[src/design/boxcar_average_linear_calibrate_defines.svh]
// assertion macros shared by the boxcar average design files
// expects a clock named clock and a reset named reset in the using module
`ifndef BOXCAR_AVERAGE_LINEAR_CALIBRATE_DEFINES_SVH
`define BOXCAR_AVERAGE_LINEAR_CALIBRATE_DEFINES_SVH

// condition must hold at every edge out of reset
`define BAL_ASSERT_HOLD(lbl, cond, msg) \
   lbl: assert property (@(posedge clock) disable iff (reset) (cond)) else $error(msg);

// antecedent implies consequent in the same cycle
`define BAL_ASSERT_IMP(lbl, ante, cons, msg) \
   lbl: assert property (@(posedge clock) disable iff (reset) (ante) |-> (cons)) \
      else $error(msg);

`endif

[src/design/bal_pkg.sv]
// shared widths, constants and controller/datapath command types
// no dependencies
package bal_pkg;

   localparam int SMP_W      = 10;
   localparam int DVD_W      = 20;
   localparam int DVS_W      = 10;
   localparam int CNT_W      = 5;
   localparam int DIFF_W     = 11;
   localparam int PROD_W     = 21;
   localparam int CSR_ADDR_W = 3;
   localparam int CSR_DATA_W = 32;

   localparam logic [SMP_W-1:0] FULL_SCALE = 10'd1023;
   localparam logic [SMP_W-1:0] REST_RESET = 10'd945;
   localparam logic [SMP_W-1:0] FULL_RESET = 10'd735;

   localparam logic REG_IDX_REST = 1'b0;
   localparam logic REG_IDX_FULL = 1'b1;

   typedef struct packed {
      logic take;
      logic update;
      logic avg_calc;
      logic div_start;
      logic map_calc;
      logic load_out;
   } cmd_type;

   typedef struct packed {
      logic div_done;
      logic calib_err;
   } status_type;

endpackage

[src/design/bal_ifs.sv]
// valid/ready stream interfaces for the sample and result words
// depends on bal_pkg
interface bal_req_if;
   logic                       valid;
   logic                       ready;
   logic [bal_pkg::SMP_W-1:0]  sample;

   modport source (output valid, output sample, input ready);
   modport sink   (input valid, input sample, output ready);
endinterface

interface bal_rsp_if;
   logic                       valid;
   logic                       ready;
   logic [bal_pkg::SMP_W-1:0]  average;
   logic [bal_pkg::SMP_W-1:0]  axis_value;
   logic                       calib_error;

   modport source (output valid, output average, output axis_value, output calib_error,
                   input ready);
   modport sink   (input valid, input average, input axis_value, input calib_error,
                   output ready);
endinterface

[src/design/bal_div.sv]
// restoring unsigned divider, one quotient bit per cycle
// depends on bal_pkg and the assertion macro header
`include "boxcar_average_linear_calibrate_defines.svh"

module bal_div (
   input  logic                       clock,
   input  logic                       reset,
   input  logic                       start,
   input  logic [bal_pkg::DVD_W-1:0]  dividend,
   input  logic [bal_pkg::DVS_W-1:0]  divisor,
   output logic                       done,
   output logic [bal_pkg::DVD_W-1:0]  quotient
);

   localparam int DVD_W = bal_pkg::DVD_W;
   localparam int DVS_W = bal_pkg::DVS_W;
   localparam int CNT_W = bal_pkg::CNT_W;

   logic               busy_ff;
   logic               done_ff;
   logic [CNT_W-1:0]   cnt_ff;
   logic [DVS_W-1:0]   rem_ff;
   logic [DVS_W-1:0]   dvs_ff;
   logic [DVD_W-1:0]   quo_ff;

   logic [DVS_W:0]     shift;
   logic [DVS_W:0]     trial;
   logic               fits;
   logic [DVS_W-1:0]   rem_in;
   logic [DVD_W-1:0]   quo_in;

   assign shift  = {rem_ff, quo_ff[DVD_W-1]};
   assign trial  = shift - {1'b0, dvs_ff};
   assign fits   = shift >= {1'b0, dvs_ff};
   assign rem_in = fits ? trial[DVS_W-1:0] : shift[DVS_W-1:0];
   assign quo_in = {quo_ff[DVD_W-2:0], fits};

   always_ff @(posedge clock) begin
      if (reset) begin
         busy_ff <= 1'b0;
         done_ff <= 1'b0;
         cnt_ff  <= '0;
      end else begin
         done_ff <= 1'b0;
         if (start) begin
            busy_ff <= 1'b1;
            cnt_ff  <= '0;
         end else if (busy_ff) begin
            cnt_ff <= cnt_ff + CNT_W'(1);
            if (cnt_ff == CNT_W'(DVD_W - 1)) begin
               busy_ff <= 1'b0;
               done_ff <= 1'b1;
            end
         end
      end
   end

   always_ff @(posedge clock) begin
      if (start) begin
         rem_ff <= '0;
         quo_ff <= dividend;
         dvs_ff <= divisor;
      end else if (busy_ff) begin
         rem_ff <= rem_in;
         quo_ff <= quo_in;
      end
   end

   assign done     = done_ff;
   assign quotient = quo_ff;

   `BAL_ASSERT_IMP(a_no_restart_busy, start, !busy_ff, "divider started while busy")

endmodule

[src/design/bal_dpath.sv]
// datapath: sample ring, running sum, linear map and output word register
// depends on bal_pkg, bal_div and the assertion macro header
`include "boxcar_average_linear_calibrate_defines.svh"

module bal_dpath #(
   parameter int WINDOW = 8
) (
   input  logic                          clock,
   input  logic                          reset,
   input  bal_pkg::cmd_type              cmd,
   output bal_pkg::status_type           status,
   input  logic [bal_pkg::SMP_W-1:0]     req_sample,
   input  logic [bal_pkg::SMP_W-1:0]     rest_level,
   input  logic [bal_pkg::SMP_W-1:0]     full_level,
   output logic [bal_pkg::SMP_W-1:0]     average,
   output logic [bal_pkg::SMP_W-1:0]     axis_value,
   output logic                          calib_error
);

   localparam int SMP_W   = bal_pkg::SMP_W;
   localparam int DVD_W   = bal_pkg::DVD_W;
   localparam int DVS_W   = bal_pkg::DVS_W;
   localparam int DIFF_W  = bal_pkg::DIFF_W;
   localparam int PROD_W  = bal_pkg::PROD_W;
   localparam int PTR_W   = $clog2(WINDOW);
   localparam int SUM_W   = SMP_W + PTR_W;
   localparam int SUM_MAX = 1023 * WINDOW;
   localparam int RCP_SH  = SUM_W + PTR_W;
   localparam int RCP_W   = SUM_W + 1;
   localparam int AVG_P_W = SUM_W + RCP_W;
   localparam logic [RCP_W-1:0] RCP_MUL = RCP_W'(((1 << RCP_SH) + WINDOW - 1) / WINDOW);
   localparam logic [PTR_W-1:0] PTR_LAST = PTR_W'(WINDOW - 1);

   logic [SMP_W-1:0]  ring_mem [WINDOW];
   logic [WINDOW-1:0] ring_vld_ff;
   logic [PTR_W-1:0]  ptr_ff;
   logic [SUM_W-1:0]  sum_ff;
   logic [SMP_W-1:0]  sample_ff;
   logic [SMP_W-1:0]  rd_data_ff;
   logic              rd_vld_ff;
   logic [SMP_W-1:0]  avg_ff;
   logic [DVD_W-1:0]  num_mag_ff;
   logic              num_neg_ff;
   logic [DVS_W-1:0]  den_mag_ff;
   logic              den_neg_ff;
   logic              err_ff;
   logic [SMP_W-1:0]  average_ff;
   logic [SMP_W-1:0]  axis_ff;
   logic              error_ff;

   logic [SMP_W-1:0]          old_smp;
   logic [SUM_W-1:0]          sum_in;
   logic [AVG_P_W-1:0]        avg_prod;
   logic                      div_done;
   logic [DVD_W-1:0]          div_quo;
   logic [SMP_W-1:0]          avg_w;
   logic signed [DIFF_W-1:0]  diff;
   logic signed [PROD_W-1:0]  diff_ext;
   logic signed [PROD_W-1:0]  prod;
   logic [PROD_W-1:0]         prod_abs;
   logic signed [DIFF_W-1:0]  den;
   logic [DIFF_W-1:0]         den_abs;
   logic [SMP_W-1:0]          axis_in;

   // ring memory, read on take, written on update
   always_ff @(posedge clock) begin
      if (cmd.take) begin
         rd_data_ff <= ring_mem[ptr_ff];
         rd_vld_ff  <= ring_vld_ff[ptr_ff];
         sample_ff  <= req_sample;
      end
      if (cmd.update) begin
         ring_mem[ptr_ff] <= sample_ff;
      end
   end

   assign old_smp = rd_vld_ff ? rd_data_ff : '0;
   assign sum_in  = sum_ff - SUM_W'(old_smp) + SUM_W'(sample_ff);

   always_ff @(posedge clock) begin
      if (reset) begin
         ring_vld_ff <= '0;
         ptr_ff      <= '0;
         sum_ff      <= '0;
      end else if (cmd.update) begin
         ring_vld_ff[ptr_ff] <= 1'b1;
         ptr_ff              <= (ptr_ff == PTR_LAST) ? '0 : ptr_ff + PTR_W'(1);
         sum_ff              <= sum_in;
      end
   end

   // floor of sum / WINDOW by reciprocal multiply
   assign avg_prod = AVG_P_W'(sum_ff) * AVG_P_W'(RCP_MUL);
   assign avg_w    = avg_prod[RCP_SH +: SMP_W];

   bal_div u_div (
      .clock    (clock),
      .reset    (reset),
      .start    (cmd.div_start),
      .dividend (num_mag_ff),
      .divisor  (den_mag_ff),
      .done     (div_done),
      .quotient (div_quo)
   );

   // (avg - rest) * 1023 as shift and subtract
   assign diff     = $signed({1'b0, avg_ff}) - $signed({1'b0, rest_level});
   assign diff_ext = PROD_W'(diff);
   assign prod     = (diff_ext <<< SMP_W) - diff_ext;
   assign prod_abs = prod[PROD_W-1] ? PROD_W'(-prod) : PROD_W'(prod);
   assign den      = $signed({1'b0, full_level}) - $signed({1'b0, rest_level});
   assign den_abs  = den[DIFF_W-1] ? DIFF_W'(-den) : DIFF_W'(den);

   always_ff @(posedge clock) begin
      if (cmd.avg_calc) begin
         avg_ff <= avg_w;
      end
      if (cmd.map_calc) begin
         num_mag_ff <= prod_abs[DVD_W-1:0];
         num_neg_ff <= prod[PROD_W-1];
         den_mag_ff <= den_abs[DVS_W-1:0];
         den_neg_ff <= den[DIFF_W-1];
         err_ff     <= (den == '0);
      end
   end

   // truncated quotient, then clamp to 0..1023
   always_comb begin
      if (err_ff || div_quo == '0 || (num_neg_ff ^ den_neg_ff)) begin
         axis_in = '0;
      end else if (div_quo > DVD_W'(bal_pkg::FULL_SCALE)) begin
         axis_in = bal_pkg::FULL_SCALE;
      end else begin
         axis_in = div_quo[SMP_W-1:0];
      end
   end

   always_ff @(posedge clock) begin
      if (cmd.load_out) begin
         average_ff <= avg_ff;
         axis_ff    <= axis_in;
         error_ff   <= err_ff;
      end
   end

   assign status.div_done  = div_done;
   assign status.calib_err = (full_level == rest_level);
   assign average          = average_ff;
   assign axis_value       = axis_ff;
   assign calib_error      = error_ff;

   `BAL_ASSERT_HOLD(a_sum_in_range, 32'(sum_ff) <= SUM_MAX, "window sum out of range")

endmodule

[src/design/bal_ctrl.sv]
// controller state machine sequencing ring update, average, map divide and delivery
// depends on bal_pkg and the assertion macro header
`include "boxcar_average_linear_calibrate_defines.svh"

module bal_ctrl (
   input  logic                  clock,
   input  logic                  reset,
   input  logic                  req_valid,
   output logic                  req_ready,
   output logic                  rsp_valid,
   input  logic                  rsp_ready,
   input  bal_pkg::status_type   status,
   output bal_pkg::cmd_type      cmd
);

   typedef enum logic [2:0] {
      ST_IDLE,
      ST_UPDATE,
      ST_AVG_CALC,
      ST_MAP_CALC,
      ST_MAP_START,
      ST_MAP_WAIT,
      ST_DELIVER
   } state_type;

   state_type state_ff;
   state_type state_in;
   logic      rsp_valid_ff;
   logic      out_free;

   assign out_free = !rsp_valid_ff || rsp_ready;

   always_comb begin
      cmd      = '0;
      state_in = state_ff;
      unique case (state_ff)
         ST_IDLE: begin
            if (req_valid) begin
               cmd.take = 1'b1;
               state_in = ST_UPDATE;
            end
         end
         ST_UPDATE: begin
            cmd.update = 1'b1;
            state_in   = ST_AVG_CALC;
         end
         ST_AVG_CALC: begin
            cmd.avg_calc = 1'b1;
            state_in     = ST_MAP_CALC;
         end
         ST_MAP_CALC: begin
            cmd.map_calc = 1'b1;
            state_in     = status.calib_err ? ST_DELIVER : ST_MAP_START;
         end
         ST_MAP_START: begin
            cmd.div_start = 1'b1;
            state_in      = ST_MAP_WAIT;
         end
         ST_MAP_WAIT: begin
            if (status.div_done) begin
               state_in = ST_DELIVER;
            end
         end
         ST_DELIVER: begin
            if (out_free) begin
               cmd.load_out = 1'b1;
               state_in     = ST_IDLE;
            end
         end
         default: begin
            state_in = ST_IDLE;
         end
      endcase
   end

   always_ff @(posedge clock) begin
      if (reset) begin
         state_ff     <= ST_IDLE;
         rsp_valid_ff <= 1'b0;
      end else begin
         state_ff <= state_in;
         if (cmd.load_out) begin
            rsp_valid_ff <= 1'b1;
         end else if (rsp_ready) begin
            rsp_valid_ff <= 1'b0;
         end
      end
   end

   assign req_ready = (state_ff == ST_IDLE);
   assign rsp_valid = rsp_valid_ff;

   `BAL_ASSERT_IMP(a_no_overwrite, rsp_valid_ff && !rsp_ready, !cmd.load_out, "result overwritten")
   `BAL_ASSERT_IMP(a_done_when_waiting, status.div_done, state_ff == ST_MAP_WAIT, "divider done outside wait")

endmodule

[src/design/boxcar_average_linear_calibrate.sv]
// top level: csr registers, controller and datapath of the boxcar average
// depends on bal_pkg, bal_ifs, bal_ctrl and bal_dpath
//
//   channel   direction  protocol      payload
//   req_chan  in         valid/ready   sample[9:0]
//   rsp_chan  out        valid/ready   average[9:0], axis_value[9:0], calib_error
//   csr_*     in         apb, 32 bit   rest_level @ 0x0, full_level @ 0x4
//
// a new sample is accepted only once the previous word is loaded into the output register
// the map is a 20-step restoring divide, skipped when the levels are equal; the average is a multiply
// the result is loaded after the map divide, or straight after the map step with equal levels
// reset is synchronous: ring valid bits, pointer and sum clear, levels go to 945 and 735
// a finished word waits in the output register while the next sample is taken
// a stalled result only blocks delivery of the following word
module boxcar_average_linear_calibrate #(
   parameter int WINDOW = 8
) (
   input  logic                             clock,
   input  logic                             reset,
   bal_req_if.sink                          req_chan,
   bal_rsp_if.source                        rsp_chan,
   input  logic                             csr_psel,
   input  logic                             csr_penable,
   input  logic                             csr_pwrite,
   input  logic [bal_pkg::CSR_ADDR_W-1:0]   csr_paddr,
   input  logic [bal_pkg::CSR_DATA_W-1:0]   csr_pwdata,
   output logic [bal_pkg::CSR_DATA_W-1:0]   csr_prdata,
   output logic                             csr_pready
);

   localparam int SMP_W = bal_pkg::SMP_W;
   localparam int DATA_W = bal_pkg::CSR_DATA_W;

   logic [SMP_W-1:0]     rest_ff;
   logic [SMP_W-1:0]     full_ff;
   logic                 csr_wr;
   bal_pkg::cmd_type     cmd;
   bal_pkg::status_type  status;

   assign csr_pready = 1'b1;
   assign csr_wr     = csr_psel && csr_penable && csr_pwrite;

   always_ff @(posedge clock) begin
      if (reset) begin
         rest_ff <= bal_pkg::REST_RESET;
         full_ff <= bal_pkg::FULL_RESET;
      end else if (csr_wr) begin
         unique case (csr_paddr[2])
            bal_pkg::REG_IDX_REST: rest_ff <= csr_pwdata[SMP_W-1:0];
            bal_pkg::REG_IDX_FULL: full_ff <= csr_pwdata[SMP_W-1:0];
            default: ;
         endcase
      end
   end

   always_comb begin
      unique case (csr_paddr[2])
         bal_pkg::REG_IDX_REST: csr_prdata = DATA_W'(rest_ff);
         bal_pkg::REG_IDX_FULL: csr_prdata = DATA_W'(full_ff);
         default:               csr_prdata = '0;
      endcase
   end

   bal_ctrl u_ctrl (
      .clock     (clock),
      .reset     (reset),
      .req_valid (req_chan.valid),
      .req_ready (req_chan.ready),
      .rsp_valid (rsp_chan.valid),
      .rsp_ready (rsp_chan.ready),
      .status    (status),
      .cmd       (cmd)
   );

   bal_dpath #(
      .WINDOW (WINDOW)
   ) u_dpath (
      .clock       (clock),
      .reset       (reset),
      .cmd         (cmd),
      .status      (status),
      .req_sample  (req_chan.sample),
      .rest_level  (rest_ff),
      .full_level  (full_ff),
      .average     (rsp_chan.average),
      .axis_value  (rsp_chan.axis_value),
      .calib_error (rsp_chan.calib_error)
   );

endmodule

[src/flat_wrapper.sv]
// flat-port wrapper written by rule: the top's interface ports become plain ports
module boxcar_average_linear_calibrate_flat 
#(
   parameter int WINDOW = 8
)
  (clock, reset, csr_psel, csr_penable, csr_pwrite, csr_paddr, csr_pwdata, csr_prdata, csr_pready, req_chan_valid, req_chan_sample, req_chan_ready, rsp_chan_valid, rsp_chan_average, rsp_chan_axis_value, rsp_chan_calib_error, rsp_chan_ready);
  bal_req_if req_chan_i ();
  bal_rsp_if rsp_chan_i ();
  input  logic clock;
  input  logic reset;
  input  logic csr_psel;
  input  logic csr_penable;
  input  logic csr_pwrite;
  input  logic [bal_pkg::CSR_ADDR_W-1:0] csr_paddr;
  input  logic [bal_pkg::CSR_DATA_W-1:0] csr_pwdata;
  output logic [bal_pkg::CSR_DATA_W-1:0] csr_prdata;
  output logic csr_pready;
  input wire logic [$bits(req_chan_i.valid)-1:0] req_chan_valid;
  input wire logic [$bits(req_chan_i.sample)-1:0] req_chan_sample;
  output wire logic [$bits(req_chan_i.ready)-1:0] req_chan_ready;
  output wire logic [$bits(rsp_chan_i.valid)-1:0] rsp_chan_valid;
  output wire logic [$bits(rsp_chan_i.average)-1:0] rsp_chan_average;
  output wire logic [$bits(rsp_chan_i.axis_value)-1:0] rsp_chan_axis_value;
  output wire logic [$bits(rsp_chan_i.calib_error)-1:0] rsp_chan_calib_error;
  input wire logic [$bits(rsp_chan_i.ready)-1:0] rsp_chan_ready;
  assign req_chan_i.valid = req_chan_valid;
  assign req_chan_i.sample = req_chan_sample;
  assign req_chan_ready = req_chan_i.ready;
  assign rsp_chan_valid = rsp_chan_i.valid;
  assign rsp_chan_average = rsp_chan_i.average;
  assign rsp_chan_axis_value = rsp_chan_i.axis_value;
  assign rsp_chan_calib_error = rsp_chan_i.calib_error;
  assign rsp_chan_i.ready = rsp_chan_ready;
  boxcar_average_linear_calibrate #(.WINDOW(WINDOW)) u_core (.clock(clock), .reset(reset), .req_chan(req_chan_i), .rsp_chan(rsp_chan_i), .csr_psel(csr_psel), .csr_penable(csr_penable), .csr_pwrite(csr_pwrite), .csr_paddr(csr_paddr), .csr_pwdata(csr_pwdata), .csr_prdata(csr_prdata), .csr_pready(csr_pready));
endmodule
[config.mk]
export PLATFORM = sky130hd
export DESIGN_NAME = boxcar_average_linear_calibrate_flat
export DESIGN_NICKNAME = d
export VERILOG_FILES = /design/src/design/bal_pkg.sv /design/src/design/bal_ifs.sv /design/src/design/bal_div.sv /design/src/design/bal_dpath.sv /design/src/design/bal_ctrl.sv /design/src/design/boxcar_average_linear_calibrate.sv /design/src/flat_wrapper.sv
export VERILOG_INCLUDE_DIRS = /design/src /design/src/design
export SDC_FILE = /design/constraint.sdc
export NUM_CORES = 1
export LEC_CHECK = 0
export ABC_AREA = 1
export BUFFER_PORTS_ARGS = -buffer_cell sky130_fd_sc_hd__buf_2
export CORE_MARGIN = 10
export CORE_UTILIZATION = 61
export DETAILED_ROUTE_END_ITERATION = 7
export PLACE_DENSITY_LB_ADDON = 0.2
export SETUP_SLACK_MARGIN = 0.4
export SLEW_MARGIN = 10
export SYNTH_ARGS = -nofsm -noshare
export SYNTH_HDL_FRONTEND = slang
export SYNTH_SLANG_ARGS = --single-unit
[constraint.sdc]
create_clock -name clock -period 3.6 [get_ports clock]
set_input_delay 0.36 -clock clock [delete_from_list [all_inputs] [get_ports clock]]
set_output_delay 0.36 -clock clock [all_outputs]
set_load 0.05 [all_outputs]
==> flow_metrics.py, run 1 <==
metrics = {
    "synth": {
        "syn-instance-count": 1471,
        "avgSynthCellArea_um2": 9.24,
        "yosys_warnings": 0,
        "synth.cell_area_um2": 13600,
        "async_flop_share_pct": 0,
        "synth_top_cell_by_area": "edfxtp_1",
        "synth.area.top_cells": "edfxtp_1 (43%), dfxtp_1 (9.6%), nand2_1 (8.2%)",
        "synth_edf_count": 195,
        "ys.flop_type": "edfxtp_1",
        "netlist.area_leader.share_pct": 43.1,
        "synth_cell_type_count": 52,
        "synth-seq-cells": 260,
        "synth.yosys.seq_area_share_pct": 52.6,
    },
    "detailed_routing": {
        "drc": 0,
        "dr.pass1.iters": 6,
        "drt_iter0_markers": 1328,
        "num_vias": 11100,
        "ant_nets": 0,
        "wl_mm": 34.6,
        "avgRoutedWirePerCell_um": 17.9,
        "viasPerCell": 5.73,
    },
    "layout": {
        "fin_nets": 1751,
        "nFillCells": 1391,
        "area_delta_synth_final_pct": 22.9,
        "drive_above_1_share_pct": 23.2,
        "fin_util_pct": 76.3,
        "n_antenna_cell": 0,
        "mostFrequentLayoutCells": "nand2_1 (257), inv_1 (202), edfxtp_1 (195)",
        "final_common_cell": "nand2_1",
    },
    "setup_path": {
        "cp.buffers_inverters": 9,
        "worst-path-stages": 24,
        "worstPathArrival_ns": 3.67,
        "slowest_delay_ns": 0.45,
        "crit_type": "reg2reg",
        "path_delay_family": "simple AND/OR/NAND/NOR gates",
        "cp_max_fo": 3,
        "cp_slowest_cell": "fa_2",
        "crit_path_start_kind": "register",
        "crit_path_end_kind": "register",
        "reg2regPathDepth": 24,
        "cp_cell_sequence": "inv_2, ha_4, inv_2, fa_2, inv_2, ha_4, inv_4, a21oi_4, buf_6, buf_4, buf_4, nand3_2, nand2_4, inv_2, nor2_4, nand3_4, nor2_4, nand3_2, nor2_4, nand3_1, nand2_1, nand2_1, nand2_1, inv_1",
        "cpMostUsedCell": "inv_2",
        "crit_required_ns": 3.90,
    },
    "die": {
        "die-area_um2": 28700,
        "die_y_um": 169,
        "rows": 54,
        "die_w_um": 169,
        "start_util_pct": 62.1,
        "io_pins": 108,
        "core_area_um2": 21900,
    },
    "clock_network": {
        "tritoncts": "done",
        "cts.htree.levels": 1,
        "cts_buffer_depth": 3,
        "cts_buffers": 27,
        "clk_pin_slew_worst_paths_ns": 0.07,
        "cts_root_buf": "clkbuf_16",
        "clock_sinks": 260,
        "clock_latency_ns": 0.55,
    },
    "power": {
        "power_frac_seq_pct": 39.2,
        "irDropWorstVdd_mv": 0.405,
        "sw_frac_of_total_pct": 31.9,
        "clockPowerShare_pct": 32.5,
        "p_comb_share_pct": 28.3,
        "p_int_w": 0.00623,
        "power_w": 0.00914,
        "netSwitchingPower_w": 0.00292,
        "power.density_nw_per_um2": 547,
        "p_leak_nw": 7.19,
    },
    "timing": {
        "slew_viol_final": 0,
        "setup_tns_ns": 0,
        "setup_violations": 0,
        "rsz0062_at_grt": "yes",
        "min_period_ns": 3.37,
        "max_slew_margin_pct": 32.4,
        "finClkSkew_ns": 0.0181,
        "hold_ws_ns": 0.0514,
        "fin_crit_sh_pct": 93.6,
        "hold_violations": 0,
        "max_freq_mhz": 297,
        "tightest_slew_ns": 1.01,
    },
    "run_status": {
        "status": "finished clean",
    },
    "global_routing": {
        "antenna_found_initial": 0,
        "grt_use_total_pct": 21.5,
        "grt_pass1_vias": 9996,
        "grt_pass1_wl_mm": 50.7,
        "globalRouteOverflowTotal": 0,
        "grt_max_degree": 58,
    },
    "placed_design": {
        "dp_hpwl_mm": 22.1,
        "gp_congestion": 0.909,
        "io_buffers": 60,
    },
    "min_path": {
        "hold_depth": 3,
        "worstHoldPathType": "in2reg",
    },
    "flow_run": {
        "maxCapViolCount": 0,
    },
}
## cell type report
class	instances	area (um^2)	share of cell area, %
repair buffers	170	1270	7.59
inverters	231	887	5.31
clock inverters	19	235	1.41
clock buffers	31	721	4.31
well taps	280	350	2.10
flip-flops and latches	260	7160	42.8
multi-input cells	943	6090	36.4
## cells by family after synthesis
group,count (synthesis),share of synthesized area [%]
AND/OR/NAND/NOR,570,18.6
buffers and inverters,289,8.79
flip-flops,260,52.6
AO/OA/AOI/OAI,240,10.3
adder cells (fa/ha/maj),66,6.79
XOR/XNOR,44,2.83
other,2,0.0552
## power by group through the flow
stage	Combinational, W	Clock (W)	Sequential, W
floorplan	0.00162	0	0.00361
CTS	0.00223	0.00299	0.00359
global placement	0.00199	0	0.00364
detailed placement	0.00205	0	0.00365
finish	0.00259	0.00297	0.00359
global route	0.00284	0.00312	0.00361
## registers in the layout (all words and copies together) (netlist names), 10 cells and up
register	flops
u_core.full_ff	10
u_core.rest_ff	10
u_core.u_dpath.average	10
u_core.u_dpath.avg_ff	10
u_core.u_dpath.axis_value	10
u_core.u_dpath.den_mag_ff	10
u_core.u_dpath.num_mag_ff	20
u_core.u_dpath.rd_data_ff	10
u_core.u_dpath.ring_mem	80
u_core.u_dpath.sample_ff	10
u_core.u_dpath.sum_ff	13
u_core.u_dpath.u_div.dvs_ff	10
u_core.u_dpath.u_div.quotient	20
u_core.u_dpath.u_div.rem_ff	10
## Yosys cell counts, types with 3 or more instances
master and n:
nand2_2 17, nand3_4 3, a22o_1 10, nor4_1 6, buf_4 25, xor2_1 37, nand3_1 79, a221oi_1 12
a22oi_1 12, o22ai_1 7, nor2_4 6, nor3_1 24, clkbuf_1 28, a21oi_1 88, inv_1 214, nor2_1 102
xnor2_1 7, edfxtp_1 195, nor2_2 6, o21ai_0 82, nand4_1 20, nand2_1 296, ha_1 53, o21bai_1 3
nand3b_1 3, fa_1 13, o21ai_1 7, inv_2 15, nand3_2 3, o211ai_1 3, dfxtp_1 65
## worst register-to-register path, stage by stage (launching register included)
cell and delay, ns:
edfxtp_1 0.40, inv_2 0.10, ha_4 0.13, inv_2 0.04
fa_2 0.45, inv_2 0.10, ha_4 0.15, inv_4 0.04
a21oi_4 0.14, buf_6 0.12, buf_4 0.09, buf_4 0.09
nand3_2 0.09, nand2_4 0.11, inv_2 0.07, nor2_4 0.14
nand3_4 0.12, nor2_4 0.13, nand3_2 0.09, nor2_4 0.14
nand3_1 0.13, nand2_1 0.10, nand2_1 0.06, nand2_1 0.06
inv_1 0.03
## worst paths after layout
check / slack, ns / from / to
worst max-delay path: 0.23 / u_core.u_dpath.avg_ff[0] / u_core.u_dpath.num_mag_ff[15]
worst min-delay path: 0.05 / csr_pwdata[2] / u_core.full_ff[2]
worst max register to register: 0.23 / u_core.u_dpath.avg_ff[0] / u_core.u_dpath.num_mag_ff[15]
worst min register to register: 0.41 / u_core.u_dpath.den_mag_ff[6] / u_core.u_dpath.u_div.dvs_ff[6]
## metal layers
metal / share of wire, % / up-vias / track usage (%) / wire length, um
li1: - / 5216 / - / -
met1: 42 / 5276 / 30.9 / 14700
met2: 46 / 495 / 33.1 / 16000
met3: 8.4 / 92 / 3.20 / 2910
met4: 2.9 / 0 / 6.64 / 1020
met5: 0 / - / 0 / 0
## timing repair
action                                 4_1_cts  5_1_grt
buffers inserted                            30       39
setup endpoints to repair                   21       22
endpoints found under the hold margin       10        0
cloned                                       2        0
hold buffers                                10        0
gates resized for setup                     71      114
pin swaps                                   25       61
## metrics by stage
stage               std cells  setup slack (ns)  instance area [um^2]
floorplan                1492             0.522                 13700
global placement         1803             0.223                 14300
detailed placement       1803             0.169                 14300
CTS                      1895             0.349                 15900
global route             1934            0.0953                 16700
finish                   1934             0.231                 16700
(Power assumes the default switching activity.)
==> inputs of run 2 (changes only) <==
- CORE_UTILIZATION: 61 -> 47
==> flow_metrics.py, run 2 (synthesis gave the netlist of run 1 again) <==
metrics = {
    "layout": {
        "mostFrequentLayoutCells": "nand2_1 (263), inv_1 (205), edfxtp_1 (195)",
        "fin_nets": 1732,
        "area_delta_synth_final_pct": 22.6,
        "largest_register_ffs": 80,
        "fin_util_pct": 58.3,
        "final_common_cell": "nand2_1",
        "top_register": "u_core.u_dpath.ring_mem",
        "stdcell_area_um2": 16700,
        "drive_above_1_share_pct": 21.4,
    },
    "setup_path": {
        "crit_required_ns": 3.88,
        "slowest_delay_ns": 0.43,
        "crit_type": "reg2reg",
        "cp_slowest_cell": "fa_2",
        "worst-path-stages": 19,
        "cpMostUsedCell": "nand2_2",
        "path_delay_family": "adder cells",
        "worstPathArrival_ns": 3.61,
        "cp_cell_sequence": "inv_1, ha_2, inv_2, fa_2, nand3_4, nand3_4, ha_4, a21oi_2, inv_2, nor2_2, nand2_2, nand3_2, nand2_2, buf_4, buf_4, nand2_1, o21ai_4, o21ai_0, nand2_2",
        "cp.buffers_inverters": 5,
        "reg2regPathDepth": 19,
        "crit_path_end_kind": "register",
        "crit_path_start_kind": "register",
        "cp_max_fo": 6,
    },
    "detailed_routing": {
        "drt_iter0_markers": 653,
        "wl_mm": 32.0,
        "drc": 0,
        "dr_wl_met3_mm": 1.80,
        "viasPerCell": 5.13,
        "wl_met1_mm": 14.9,
        "dr.pass1.iters": 7,
        "avgRoutedWirePerCell_um": 15.8,
        "wl_met2_mm": 14.5,
        "num_vias": 10400,
        "top_layer_used": "met4",
        "ant_nets": 0,
    },
    "clock_network": {
        "clock_latency_ns": 0.56,
        "clk_pin_slew_worst_paths_ns": 0.06,
        "cts_root_buf": "clkbuf_16",
        "cts.htree.levels": 1,
        "tritoncts": "done",
        "cts_buffers": 28,
        "cts_buffer_depth": 3,
        "clock_sinks": 260,
    },
    "global_routing": {
        "grt_pass1_vias": 9909,
        "globalRouteOverflowTotal": 0,
        "grt_pass1_wl_mm": 50.5,
        "grt_max_degree": 58,
        "antenna_found_initial": 1,
        "grt_use_total_pct": 17.0,
    },
    "timing": {
        "max_slew_margin_pct": 34.7,
        "setup_violations": 0,
        "min_period_ns": 3.33,
        "max_freq_mhz": 301,
        "hold_violations": 0,
        "setup_tns_ns": 0,
        "tightest_slew_ns": 0.976,
        "hold_ws_ns": 0.0383,
        "slew_viol_final": 0,
        "rsz0062_at_grt": "yes",
        "fin_crit_sh_pct": 92.4,
        "finClkSkew_ns": 0.0363,
    },
    "power": {
        "p_leak_nw": 7.10,
        "power_w": 0.00909,
        "power.density_nw_per_um2": 545,
        "irDropWorstVdd_mv": 0.402,
    },
    "die": {
        "io_pins": 108,
        "rows": 62,
        "die_w_um": 190,
        "die-area_um2": 36100,
        "core_area_um2": 28600,
        "die_y_um": 190,
        "start_util_pct": 47.5,
    },
    "placed_design": {
        "gp_congestion": 0.843,
        "place_area_um2": 14400,
        "io_buffers": 60,
        "dp_hpwl_mm": 22.6,
    },
    "min_path": {
        "worstHoldPathType": "in2reg",
        "hold_depth": 3,
    },
    "flow_run": {
        "maxCapViolCount": 0,
    },
    "run_status": {
        "status": "finished clean",
    },
}
-- run 2: cell count changes in the layout (fill, tap and decap cells not counted), sizes merged --
cell / before / now
clkinvlp: 2 / 4
diode: 0 / 1
clkbuf: 32 / 36
dlygate4sd3: 10 / 11
clkinv: 13 / 8
buf: 159 / 139
-- run 2: cell type report --
type,count,area (um^2)
clock buffers,36,761
flip-flops and latches,260,7160
inverters,231,882
repair buffers,150,1150
clock inverters,16,246
multi-input cells,943,6000
well taps,384,480
fillers,2443,12000
diodes,1,2.50
-- run 2: metal layers --
metal	track usage [%]	vias up
met5	0	-
li1	-	5176
met3	2.53	47
met2	27.1	245
met4	4.37	0
met1	23.8	4896
-- run 2: where the power goes --
group,switching [W],internal [W]
Sequential,0.000117,0.00347
Clock,0.00118,0.00186
Combinational,0.00154,0.000914
Total,0.00284,0.00625
-- run 2: worst paths after layout --
kind / slack [ns] / startpoint / to
worst min register to register: 0.39 / u_core.u_dpath.den_mag_ff[4] / u_core.u_dpath.u_div.dvs_ff[4]
worst max register to register: 0.27 / u_core.u_dpath.avg_ff[0] / u_core.u_dpath.num_mag_ff[1]
worst min-delay path: 0.04 / csr_pwdata[1] / u_core.full_ff[1]
worst max-delay path: 0.27 / u_core.u_dpath.avg_ff[0] / u_core.u_dpath.num_mag_ff[1]
-- run 2: timing repair --
item | in CTS | in global routing
buffers inserted | 18 | 26
hold buffers | 11 | 0
resized for setup | 76 | 91
endpoints found under the setup margin | 21 | 22
endpoints found under the hold margin | 11 | 0
gates cloned | 4 | 0
pin swaps | 17 | 39
-- run 2: stage by stage --
stage	instances	worst slack (ns)
floorplan	1492	0.522
global placement	1909	0.187
detailed placement	1909	0.168
CTS	1994	0.319
global route	2021	0.113
finish	2021	0.273
-- run 2: worst reg2reg max path: cells and delay by family (launching register included) --
kind | cells | cell delay (ns)
fa+ha+maj | 3 | 0.90
simple gates | 8 | 0.82
flops | 1 | 0.39
buf+inv | 5 | 0.46
compound gates | 3 | 0.48
==> inputs of run 3 (changes only) <==
- PLACE_DENSITY: unset -> 0.75
- PLACE_DENSITY_LB_ADDON: 0.2 -> unset
==> flow_metrics.py, run 3 (synthesis gave the netlist of run 1 again) <==
metrics = {
    "setup_path": {
        "worstPathArrival_ns": 3.45,
        "crit_required_ns": 3.89,
        "cpMostUsedCell": "nand3_2",
        "crit_path_start_kind": "register",
        "critPathLaunch": "u_core.u_dpath.avg_ff[0]",
        "slowest_delay_ns": 0.43,
        "cp_slowest_cell": "fa_2",
        "cp_max_fo": 7,
        "cp_cell_sequence": "inv_1, ha_2, inv_2, fa_2, inv_2, ha_4, inv_4, a21oi_4, nand3_2, nor2_4, nand3_4, nor2_4, nand3_2, nand2_2, nand3_2, nand2_4, a21oi_4, nand2_1, nand2_1, and2_1",
        "r2r_start": "u_core.u_dpath.avg_ff[0]",
        "crit_path_end_kind": "register",
        "crit_type": "reg2reg",
    },
    "detailed_routing": {
        "wl_met1_mm": 13.6,
        "dr_wl_met3_mm": 2.15,
        "num_vias": 10500,
        "dr.pass1.iters": 6,
        "ant_nets": 0,
        "avgRoutedWirePerCell_um": 15.8,
        "drc": 0,
        "drt_iter0_markers": 848,
        "top_layer_used": "met4",
        "wl_met2_mm": 15.0,
        "wl_mm": 31.7,
        "viasPerCell": 5.23,
    },
    "layout": {
        "largest_register_ffs": 80,
        "final_common_cell": "nand2_1",
        "drive_above_1_share_pct": 19.7,
        "top_register": "u_core.u_dpath.ring_mem",
        "fin_nets": 1714,
        "mostFrequentLayoutCells": "nand2_1 (274), inv_1 (207), edfxtp_1 (195)",
        "area_delta_synth_final_pct": 19.8,
    },
    "power": {
        "sw_frac_of_total_pct": 31.0,
        "power.density_nw_per_um2": 554,
        "p_comb_share_pct": 26.3,
        "irDropWorstVdd_mv": 0.480,
        "clockPowerShare_pct": 33.9,
        "p_leak_nw": 6.94,
        "p_int_w": 0.00623,
        "netSwitchingPower_w": 0.00280,
        "power_frac_seq_pct": 39.8,
    },
    "timing": {
        "tightest_slew_ns": 1.02,
        "setup_violations": 0,
        "finClkSkew_ns": 0.0188,
        "hold_violations": 0,
        "min_period_ns": 3.16,
        "max_slew_margin_pct": 31.6,
        "fin_crit_sh_pct": 87.8,
        "hold_ws_ns": 0.0564,
        "slew_viol_final": 0,
        "max_freq_mhz": 316,
        "rsz0062_at_grt": "yes",
        "setup_tns_ns": 0,
    },
    "placed_design": {
        "dp_hpwl_mm": 22.3,
        "gp_congestion": 0.966,
        "io_buffers": 60,
    },
    "die": {
        "die_y_um": 190,
        "core_area_um2": 28600,
        "rows": 62,
        "start_util_pct": 47.5,
        "die-area_um2": 36100,
        "io_pins": 108,
        "die_w_um": 190,
    },
    "flow_run": {
        "maxCapViolCount": 0,
    },
    "clock_network": {
        "clock_sinks": 260,
        "cts_buffer_depth": 3,
        "cts.htree.levels": 1,
        "clk_pin_slew_worst_paths_ns": 0.07,
        "cts_root_buf": "clkbuf_16",
        "tritoncts": "done",
        "cts_buffers": 27,
        "clock_latency_ns": 0.54,
    },
    "global_routing": {
        "grt_max_degree": 58,
        "grt_pass1_vias": 9871,
        "grt_pass1_wl_mm": 49.7,
        "globalRouteOverflowTotal": 0,
        "antenna_found_initial": 2,
        "grt_use_total_pct": 16.7,
    },
    "min_path": {
        "hold_start": "csr_pwdata[6]",
        "worstHoldPathType": "in2reg",
    },
    "run_status": {
        "status": "finished clean",
    },
}
## run 3: cell types whose count changed in the layout (fill, tap and decap cells not counted), moves of 3 or more
cell | before | now
nand2_4 | 15 | 8
clkbuf_1 | 5 | 2
nand3_1 | 65 | 68
clkinv_4 | 1 | 4
buf_16 | 4 | 0
nor2_1 | 89 | 92
buf_4 | 63 | 55
o21ai_1 | 7 | 10
o21ai_0 | 78 | 75
buf_6 | 9 | 5
nand2_1 | 263 | 274
nand2_2 | 36 | 32
clkinvlp_4 | 4 | 0
nand3_4 | 9 | 6
## run 3: routing by layer
layer	global-route usage (%)	up-vias
met5	0	-
met4	5.53	0
met3	3.09	52
met2	27.7	329
met1	21.6	4945
li1	-	5147
## run 3: final timing paths
| path | end | slack, ns | cells after the start |
|---|---|---|---|
| worst max-delay path | u_core.u_dpath.num_mag_ff[10] | 0.44 | 20 |
| worst min-delay path | u_core.full_ff[6] | 0.06 | 3 |
| worst max register to register | u_core.u_dpath.num_mag_ff[10] | 0.44 | 20 |
| worst min register to register | u_core.u_dpath.u_div.dvs_ff[7] | 0.42 | 0 |
## run 3: metrics by stage
step	power (W)	worst slack, ns	cells	util [%]	area (um^2)
after CTS	0.00883	0.389	1983	55.1	15800
after global placement	0.00561	0.182	1905	50.2	14400
after detailed placement	0.00568	0.0991	1905	50.2	14400
after global routing	0.00950	0.245	2003	56.9	16300
final	0.00903	0.439	2003	56.9	16300
after floorplan	0.00522	0.522	1492	-	13700
## run 3: layout make-up
cell class                      count  area (um^2)
Timing Repair Buffer              131          875
Antenna cell                        2         5.00
Sequential cell                   260         7160
Clock buffer                       36          813
Inverter                          231          877
Clock inverter                     14          203
Multi-Input combinational cell    945         5880
Tap cell                          384          480
Fill cell                        2430        12300
## run 3: critical path, delay by kind of cell, from the launching register on
kind            cells  cell delay [ns]
buf+inv             4             0.26
flops               1             0.38
simple gates       11             1.28
fa+ha+maj           3             0.74
compound gates      2             0.24
## run 3: power groups by stage
stage	Clock, W	Combinational [W]	Sequential (W)
3_5_place_dp	0	0.00203	0.00365
2_1_floorplan	0	0.00162	0.00361
4_1_cts	0.00311	0.00213	0.00359
6_report	0.00306	0.00237	0.00359
5_1_grt	0.00324	0.00265	0.00361
3_3_place_gp	0	0.00197	0.00365
## run 3: repair_timing
action                     CTS  global route
hold endpoints to repair    10             0
gates cloned                 3             0
setup endpoints to repair   22            23
hold buffers                10             0
pin swaps                   18            40
buffers inserted            15            18
resized for setup           34            92
